`src/rtl/flp_pkg.sv`:
```
package flp_pkg;

    localparam int unsigned CFG_IDX_W  = 4;
    localparam int unsigned CFG_DATA_W = 32;
    localparam int unsigned ELAPSED_W  = 32;
    localparam int unsigned TIME_W     = 16;
    localparam int unsigned COUNT_W    = 4;
    localparam int unsigned PHASE_W    = 3;

    // register indexes on the configuration port
    localparam logic [CFG_IDX_W-1:0] REG_START_DELAY   = 4'd0;
    localparam logic [CFG_IDX_W-1:0] REG_WIGWAG_PERIOD = 4'd1;
    localparam logic [CFG_IDX_W-1:0] REG_FLASH_ON      = 4'd2;
    localparam logic [CFG_IDX_W-1:0] REG_FLASH_OFF     = 4'd3;
    localparam logic [CFG_IDX_W-1:0] REG_BURST_GAP     = 4'd4;
    localparam logic [CFG_IDX_W-1:0] REG_WIGWAG_REPS   = 4'd5;
    localparam logic [CFG_IDX_W-1:0] REG_FLASHES       = 4'd6;
    localparam logic [CFG_IDX_W-1:0] REG_BURSTS        = 4'd7;

    // register reset values
    localparam logic [ELAPSED_W-1:0] RST_START_DELAY   = 32'd0;
    localparam logic [TIME_W-1:0]    RST_WIGWAG_PERIOD = 16'd400;
    localparam logic [TIME_W-1:0]    RST_FLASH_ON      = 16'd100;
    localparam logic [TIME_W-1:0]    RST_FLASH_OFF     = 16'd40;
    localparam logic [TIME_W-1:0]    RST_BURST_GAP     = 16'd300;
    localparam logic [COUNT_W-1:0]   RST_WIGWAG_REPS   = 4'd5;
    localparam logic [COUNT_W-1:0]   RST_FLASHES       = 4'd2;
    localparam logic [COUNT_W-1:0]   RST_BURSTS        = 4'd3;

    typedef enum logic [PHASE_W-1:0] {
        PH_WIG_A   = 3'd0,
        PH_WIG_B   = 3'd1,
        PH_WIG_END = 3'd2,
        PH_FL_ON   = 3'd3,
        PH_FL_OFF  = 3'd4,
        PH_GAP     = 3'd5
    } t_phase;

    typedef struct packed {
        logic [ELAPSED_W-1:0] start_delay;
        logic [TIME_W-1:0]    wigwag_period;
        logic [TIME_W-1:0]    flash_on_time;
        logic [TIME_W-1:0]    flash_off_time;
        logic [TIME_W-1:0]    burst_gap;
        logic [COUNT_W-1:0]   wigwag_repeats;
        logic [COUNT_W-1:0]   flashes_per_burst;
        logic [COUNT_W-1:0]   bursts;
    } t_cfg;

    typedef struct packed {
        t_phase               phase;
        logic [ELAPSED_W-1:0] elapsed;
        logic [TIME_W-1:0]    wait_time;
        logic                 started;
        logic [COUNT_W-1:0]   inner_count;
        logic [COUNT_W-1:0]   outer_count;
        logic                 led_a;
        logic                 led_b;
    } t_state;

    localparam t_state STATE_RST = '{
        phase:       PH_WIG_A,
        elapsed:     '0,
        wait_time:   '0,
        started:     1'b0,
        inner_count: '0,
        outer_count: '0,
        led_a:       1'b0,
        led_b:       1'b0
    };

endpackage

```
`src/rtl/flp_step.sv`:
```
module flp_step (
    input  flp_pkg::t_cfg   i_cfg,
    input  flp_pkg::t_state i_state,
    input  logic            i_tick,
    output flp_pkg::t_state o_state
);
    import flp_pkg::*;

    logic [ELAPSED_W-1:0] inc;
    logic [ELAPSED_W-1:0] target;
    logic                 fire;

    // elapsed saturates so that every wait is eventually reached
    assign inc    = (&i_state.elapsed) ? i_state.elapsed : i_state.elapsed + 1'b1;
    assign target = i_state.started ? {{(ELAPSED_W-TIME_W){1'b0}}, i_state.wait_time}
                                    : i_cfg.start_delay;
    assign fire   = i_tick && (inc >= target);

    always_comb begin
        o_state = i_state;
        if (i_tick) begin
            o_state.elapsed = inc;
        end
        if (fire) begin
            o_state.elapsed = '0;
            o_state.started = 1'b1;
            unique case (i_state.phase)
                PH_WIG_A: begin
                    o_state.led_a     = 1'b1;
                    o_state.wait_time = i_cfg.wigwag_period;
                    o_state.phase     = PH_WIG_B;
                end
                PH_WIG_B: begin
                    o_state.led_a     = 1'b0;
                    o_state.led_b     = 1'b1;
                    o_state.wait_time = i_cfg.wigwag_period;
                    o_state.phase     = PH_WIG_END;
                end
                PH_WIG_END: begin
                    o_state.led_b = 1'b0;
                    if (i_state.inner_count < i_cfg.wigwag_repeats) begin
                        o_state.wait_time   = '0;
                        o_state.phase       = PH_WIG_A;
                        o_state.inner_count = i_state.inner_count + 1'b1;
                    end else begin
                        o_state.wait_time   = i_cfg.wigwag_period;
                        o_state.phase       = PH_FL_ON;
                        o_state.inner_count = '0;
                    end
                end
                PH_FL_ON: begin
                    o_state.led_a     = 1'b1;
                    o_state.led_b     = 1'b1;
                    o_state.wait_time = i_cfg.flash_on_time;
                    o_state.phase     = PH_FL_OFF;
                end
                PH_FL_OFF: begin
                    o_state.led_a = 1'b0;
                    o_state.led_b = 1'b0;
                    if (i_state.inner_count < i_cfg.flashes_per_burst) begin
                        o_state.wait_time   = i_cfg.flash_off_time;
                        o_state.phase       = PH_FL_ON;
                        o_state.inner_count = i_state.inner_count + 1'b1;
                    end else begin
                        o_state.wait_time   = '0;
                        o_state.phase       = PH_GAP;
                        o_state.inner_count = '0;
                    end
                end
                PH_GAP: begin
                    o_state.wait_time = i_cfg.burst_gap;
                    if (i_state.outer_count < i_cfg.bursts) begin
                        o_state.phase       = PH_FL_ON;
                        o_state.outer_count = i_state.outer_count + 1'b1;
                    end else begin
                        o_state.phase       = PH_WIG_A;
                        o_state.outer_count = '0;
                    end
                end
                default: begin
                    // unused codes: elapsed restarts and started is set, nothing else changes
                end
            endcase
        end
    end

endmodule

```
`src/rtl/two_led_flash_pattern_sequencer.sv`:
```
// Two-LED flash pattern sequencer: each input word carries one millisecond
// tick (or none) and yields one output word with both LED drives and the
// phase after that tick. One word is taken every clock cycle unless a
// result waits uncollected; its result is held in the output register
// in the next cycle, and a new word is taken in the same cycle that the
// waiting result is collected. Results pass through that single output
// register stage. Configuration writes are taken every cycle and should
// only be made while no result is outstanding.
module two_led_flash_pattern_sequencer (
    input  logic                            i_clk,
    input  logic                            i_rst_n,
    input  logic                            i_in_valid,
    output logic                            o_in_ready,
    input  logic                            i_tick,
    output logic                            o_out_valid,
    input  logic                            i_out_ready,
    output logic                            o_led_a,
    output logic                            o_led_b,
    output logic [flp_pkg::PHASE_W-1:0]     o_phase,
    input  logic                            i_cfg_valid,
    output logic                            o_cfg_ready,
    input  logic [flp_pkg::CFG_IDX_W-1:0]   i_cfg_index,
    input  logic [flp_pkg::CFG_DATA_W-1:0]  i_cfg_data
);
    import flp_pkg::*;

    t_cfg   r_cfg;
    t_cfg   n_cfg;
    t_state r_state;
    t_state n_state;
    logic   r_out_valid;
    logic   n_out_valid;
    logic   in_take;

    assign o_in_ready  = !r_out_valid || i_out_ready;
    assign o_cfg_ready = 1'b1;
    assign in_take     = i_in_valid && o_in_ready;

    always_comb begin
        n_cfg = r_cfg;
        if (i_cfg_valid) begin
            unique case (i_cfg_index)
                REG_START_DELAY:   n_cfg.start_delay       = i_cfg_data;
                REG_WIGWAG_PERIOD: n_cfg.wigwag_period     = i_cfg_data[TIME_W-1:0];
                REG_FLASH_ON:      n_cfg.flash_on_time     = i_cfg_data[TIME_W-1:0];
                REG_FLASH_OFF:     n_cfg.flash_off_time    = i_cfg_data[TIME_W-1:0];
                REG_BURST_GAP:     n_cfg.burst_gap         = i_cfg_data[TIME_W-1:0];
                REG_WIGWAG_REPS:   n_cfg.wigwag_repeats    = i_cfg_data[COUNT_W-1:0];
                REG_FLASHES:       n_cfg.flashes_per_burst = i_cfg_data[COUNT_W-1:0];
                REG_BURSTS:        n_cfg.bursts            = i_cfg_data[COUNT_W-1:0];
                default: begin
                    // index beyond the register list: dropped
                end
            endcase
        end
    end

    t_state step_state;

    flp_step u_step (
        .i_cfg   (r_cfg),
        .i_state (r_state),
        .i_tick  (i_tick),
        .o_state (step_state)
    );

    assign n_state     = in_take ? step_state : r_state;
    assign n_out_valid = in_take || (r_out_valid && !i_out_ready);

    always_ff @(posedge i_clk) begin
        if (!i_rst_n) begin
            r_cfg <= '{
                start_delay:       RST_START_DELAY,
                wigwag_period:     RST_WIGWAG_PERIOD,
                flash_on_time:     RST_FLASH_ON,
                flash_off_time:    RST_FLASH_OFF,
                burst_gap:         RST_BURST_GAP,
                wigwag_repeats:    RST_WIGWAG_REPS,
                flashes_per_burst: RST_FLASHES,
                bursts:            RST_BURSTS
            };
            r_state     <= STATE_RST;
            r_out_valid <= 1'b0;
        end else begin
            r_cfg       <= n_cfg;
            r_state     <= n_state;
            r_out_valid <= n_out_valid;
        end
    end

    // the state after the last word doubles as the output word
    assign o_out_valid = r_out_valid;
    assign o_led_a     = r_state.led_a;
    assign o_led_b     = r_state.led_b;
    assign o_phase     = r_state.phase;

endmodule

```
`config.mk`:
```
export PLATFORM = sky130hd
export DESIGN_NAME = two_led_flash_pattern_sequencer
export DESIGN_NICKNAME = d
export VERILOG_FILES = /design/src/rtl/flp_pkg.sv /design/src/rtl/flp_step.sv /design/src/rtl/two_led_flash_pattern_sequencer.sv
export SDC_FILE = /design/constraint.sdc
export NUM_CORES = 1
export LEC_CHECK = 0
export BUFFER_PORTS_ARGS = -buffer_cell sky130_fd_sc_hd__clkbuf_2
export CAP_MARGIN = 10
export CELL_PAD_IN_SITES_DETAIL_PLACEMENT = 0
export CELL_PAD_IN_SITES_GLOBAL_PLACEMENT = 2
export CORE_MARGIN = 1.5
export CORE_UTILIZATION = 38
export DETAILED_ROUTE_END_ITERATION = 7
export PLACE_DENSITY_LB_ADDON = 0.3
export RECOVER_POWER = 50
export SLEW_MARGIN = 10
export SYNTH_ARGS = -nofsm -noshare
export SYNTH_HDL_FRONTEND = slang
export SYNTH_SLANG_ARGS = --single-unit
```
`constraint.sdc`:
```
create_clock -name i_clk -period 6.45 [get_ports i_clk]
set_input_delay 1.29 -clock i_clk [delete_from_list [all_inputs] [get_ports i_clk]]
set_output_delay 1.29 -clock i_clk [all_outputs]
set_load 0.01 [all_outputs]
```
-- Word level (Yosys, flattened, before mapping)
Index checks and enable logic that the tools add are counted.
- add/sub/neg operators: 3
- magnitude comparators: 4
- equal/unequal tests: 12
- muxes and demuxes: 18
- reductions and logical operators: 37
- operators by type and width (cell ; number):
    two-way mux 32 bit ; 3
    one-hot mux 16 bit (5 select lines) ; 1
    two-way mux 59 bit ; 1
    adder 32 x 1 -> 32 bit, second input constant ; 1
    greater-or-equal comparator 32 bit ; 1
    two-way mux 16 bit ; 2
    AND reduction 32 bit ; 1
    AND reduction 2 bit ; 10
    one-hot mux 3 bit (6 select lines) ; 1
    AND reduction 3 bit ; 6
    == test 4 x 3 -> 1 bit, second input constant ; 4
    two-way mux 4 bit ; 4
    less-than comparator 4 bit ; 3
    OR reduction 2 bit ; 5
    adder 4 x 1 -> 4 bit, second input constant ; 2
    == test 4 x 2 -> 1 bit, second input constant ; 2
    one-hot mux 4 bit (2 select lines) ; 1
    nonzero test 2 bit ; 4
    == test 3 x 2 -> 1 bit, second input constant ; 2
    == test 3 bit, second input constant ; 2
    nonzero test 6 bit ; 1
    nonzero test 5 bit ; 1
    == test 4 x 1 -> 1 bit, second input constant ; 1
    logical NOT 4 bit ; 1
    8 further kinds ; 14
- flip-flop bits (word level): 171
- bits of input ports: 42
- logic and storage cells: 91

-- Longest topological paths before layout
- depth in word-level cells: 6
- depth in mapped cells: 17

-- Cells and area by module
A second synthesis with hierarchy kept.
- cell total of the unflattened synthesis: 1258
- area, all modules: 10296.1 um2
- by module, submodules not included (module ; times used ; cells an instance ; area an instance (um2) ; sequential area each (um2)):
    two_led_flash_pattern_sequencer ; 1 ; 700 ; 6427.4 ; 3423.3
    flp_step ; 1 ; 558 ; 3868.7 ; 0.0

-- Worst setup path after synthesis
No wires, ideal clock.
- path kind: reg-to-reg
- from: reg r_state[40] (netlist name)
- to: reg r_state[6] (netlist name)
- setup time: 0.087 ns
- data arrival time: 3.446 ns
- path slack: 2.917 ns
- stages on the path, launching flop included: 16
- cell sequence: dfxtp_1 > buf_2 > nand4_1 > nor3_2 > a31o_2 > buf_2 > nor4_1 > or2_2 > ha_1 > nand4_1 > nor4_2 > a2bb2oi_1 > a21oi_1 > a21oi_2 > or3_1 > o31ai_1
- cells in the longest elaborated chain, start to end: 5
- elaborated cells on any way between the ends: 6
- RTL lines (what ; line ; RTL):
    from (decl) ; two_led_flash_pattern_sequencer.sv:29 ; t_state r_state;
    from (signal assigned) ; two_led_flash_pattern_sequencer.sv:86 ; r_state <= n_state;
    adder 32 x 1 -> 32 bit or AND reduction 32 bit (tied branches) ; flp_step.sv:14 ; assign inc = (&i_state.elapsed) ? i_state.elapsed : i_state.elapsed + 1'b1;
    two-way mux 32 bit (*) ; flp_step.sv:14 ;
    greater-or-equal comparator 32 bit (*) ; flp_step.sv:17 ; assign fire = i_tick && (inc >= target);
    logical AND 1 bit (*) ; flp_step.sv:17 ;
    AND reduction 3 bit (no source line) (*) ; n/a ;
Every way passes the cells marked *; elsewhere a longest branch is shown, timed or not.
A chain may end at the register's enable or synchronous reset.

-- Worst setup path after layout
- from: in i_rst_n
- to: reg r_state (netlist bit o_phase[0])
- RTL lines (what ; line ; RTL):
    from (decl) ; two_led_flash_pattern_sequencer.sv:11 ; input logic i_rst_n,
No word-level cell between the ends.

==> results.json <==
{
  "clockBufferDepth": 2,
  "synth-seq-cells": 171,
  "clock-sinks": 171,
  "routedWlPerCell_um": 17.6,
  "critPathRequiredTime_ns": 6.77,
  "critPathTopFamily": "buffers and inverters",
  "cts_resized": 0,
  "cts-root-buf": "clkbuf_16",
  "antenna_found_initial": 0,
  "synth_area_leaders": "dfxtp_1 (40%), nand2_1 (12%), a21oi_1 (8.4%), ha_1 (6.4%), mux2i_1 (3.0%)",
  "setup_viol": 0,
  "grt_max_degree": 75,
  "fmax_mhz": 199,
  "vdd_drop_max_mv": 0.158,
  "r2r_end": "r_state[47]",
  "synth-edff-count": 0,
  "path_class": "primary input to register",
  "first_iter_violations": 489,
  "post_cts_buffers": 0,
  "hpwl_um": 16200,
  "ys.flop_type": "dfxtp_1",
  "nets": 1196,
  "place_ws_ns": 1.70,
  "cts_buffers": 17,
  "crit_slowest_cell": "clkinvlp_2",
  "syn_area_per_cell_um2": 7.78,
  "r2r_slack_ns": 1.63,
  "maxSlewViolCount": 70,
  "layout-drive-gt1-share_pct": 8.82,
  "final_common_cell": "nand2_1",
  "fin_util_pct": 42.7,
  "first_pass_iters": 7,
  "worstSetupStartpointType": "primary input",
  "syn_inst": 1113,
  "slew_headroom_pct": -12.0,
  "crit_path_max_incr_delay_ns": 1.54,
  "die_h_um": 154,
  "status": "finished with violations",
  "synthToLayoutAreaGrowth_pct": 11.0,
  "hold_path_startpoint": "r_cfg[76]",
  "ff2ff_path_depth": 13,
  "rows": 55,
  "via_per_inst": 5.42,
  "timing_hold_violations_final": 0,
  "ant_nets": 0,
  "cp_cell_sequence": "clkbuf_1 > clkinvlp_2 > clkbuf_1 > a311oi_1",
  "violations": "capacitance limit, slew limit",
  "cts_hold_buf": 0,
  "ys_types": 65,
  "tightest_slew_ns": 1.68,
  "power_leakage_nw": 3.60,
  "cts_tree": "built",
  "synth_area_leader_cell": "dfxtp_1",
  "yosys.area.top_type_share_pct": 39.5,
  "reg2reg_from": "r_state[40]",
  "grt_use_total_pct": 21.7,
  "min_to": "r_cfg[76]",
  "rsz0062_at_grt": "no",
  "fin_crit_ns": 5.01,
  "drv_cap": 2,
  "crit_buf_inv": 3,
  "fin_skew_ns": 0.0140,
  "routed_wl_um": 24800,
  "start_util_pct": 38.5,
  "end_kind": "register",
  "coreArea_um2": 22500,
  "clk_pin_slew_ns": 0.07,
  "layout_common_cells": "nand2_1 (281), dfxtp_1 (171), a21oi_1 (145)",
  "grt_pass1_wl_um": 40500,
  "pin_count": 50,
  "cp.arrival_ns": 5.34,
  "min_path_type": "register to register",
  "io_buffers": 48,
  "drc_errors": 0,
  "via_count": 7637,
  "gp_congestion": 0.772,
  "grt_pass1_vias": 7308,
  "final.period_utilization_pct": 77.7,
  "cp_common_cell": "clkbuf_1",
  "die_area_um2": 23700,
  "worst_slack_ns": 1.44,
  "cts-htree-levels": 4,
  "clk_latency_ns": 0.44,
  "antenna_cells": 0,
  "power.density_nw_per_um2": 255,
  "async_reset_ff_share_pct": 0,
  "min_path_cells": 2,
  "globalRoute.totalOverflow": 0,
  "ys_warn_count": 0,
  "syn_nets": 1199,
  "ys_seq_area_share_pct": 39.5,
  "cp.depth": 4,
  "crit_fanout": 35,
  "syn_area_um2": 8660,
  "fin_setup_tns_ns": 0,
  "die_w_um": 154
}
-- metrics by stage --
| stage | hold slack [ns] | instances | total power [mW] | cell area, um^2 |
|---|---|---|---|---|
| 6_report | 0.457 | 1408 | 2.45 | 9620 |
| 4_1_cts | 0.457 | 1408 | 2.48 | 9630 |
| 3_3_place_gp | 0.441 | 1376 | 1.39 | 9010 |
| 2_1_floorplan | 0.434 | 1113 | 1.31 | 8660 |
| 3_5_place_dp | 0.447 | 1376 | 1.40 | 9010 |
| 5_1_grt | 0.473 | 1408 | 2.56 | 9620 |
-- final cells by class --
type                       instances  area, um^2
clock buffer                      17         425
clock inverter                    15         195
fill                            2335       12900
inverter                          17        65.1
multi-input combinational        846        4860
sequential                       171        3420
tap                              285         357
timing repair buffer              57         294
-- sequential cells by signal, indices dropped and copies added, names as in the netlist --
| name | cells |
|---|---|
| r_cfg | 108 |
| r_state | 57 |
| o_phase | 3 |
| o_led_a | 1 |
| o_led_b | 1 |
| o_out_valid | 1 |
-- worst max-delay path by stage --
stage / to / from / slack, ns
5_1_grt: o_phase[0] / i_rst_n / 1.01
3_3_place_gp: r_state[33] / r_state[40] / 1.78
6_report: o_phase[0] / i_rst_n / 1.44
2_1_floorplan: r_state[6] / r_state[40] / 2.92
3_5_place_dp: r_state[47] / r_state[40] / 1.70
4_1_cts: r_state[47] / r_state[40] / 1.65
-- cells by family (layout without fill, tap and decap cells) --
group           count (synthesis)  in the layout  synth area share (%)
compound gates                243            243                  17.2
xor+xnor                       27             27                  2.73
fa+ha+maj                      44             44                  6.35
buf+inv                        96            106                  4.62
flops                         171            171                  39.5
mux                            27             27                  3.13
other cells                     1              1                0.0433
simple gates                  504            504                  26.4
-- cells in the mapped netlist (4+ instances only) --
cell type  count
a21o_1         7
a21oi_1      146
a222oi_1      16
a22o_1         4
a31oi_1       12
and3_1         9
and4_1         6
buf_1          5
buf_2         13
buf_4          6
clkbuf_1      54
dfxtp_1      171
ha_1          44
inv_1         16
mux2i_1       26
nand2_1      281
nand2b_1      23
nand3_1       52
nand3b_1       5
nand4_1       11
nand4b_1       4
nor2_1        45
nor3_1        40
o211ai_1       7
o21ai_0       19
or3_1          5
xnor2_1       12
xor2_1        15
-- worst min-delay path: cells and delay by family, from the launching register on --
| kind | cells | cell delay [ns] |
|---|---|---|
| flops | 1 | 0.31 |
| simple gates | 1 | 0.05 |
| compound gates | 1 | 0.05 |
-- layer usage --
metal	share of wire [%]	up-vias	GRT usage (%)
met2	47	160	36.3
li1	-	3875	-
met5	0	-	0
met1	48	3584	29.4
met4	0.98	0	4.81
met3	3.8	18	3.52
-- power by group --
group | internal (mW) | switching, mW | total (mW)
Clock | 0.563 | 0.516 | 1.08
Combinational | 0.0912 | 0.160 | 0.251
Sequential | 1.09 | 0.0308 | 1.12
Total | 1.74 | 0.707 | 2.45
Power figures use the tool's default switching activity.
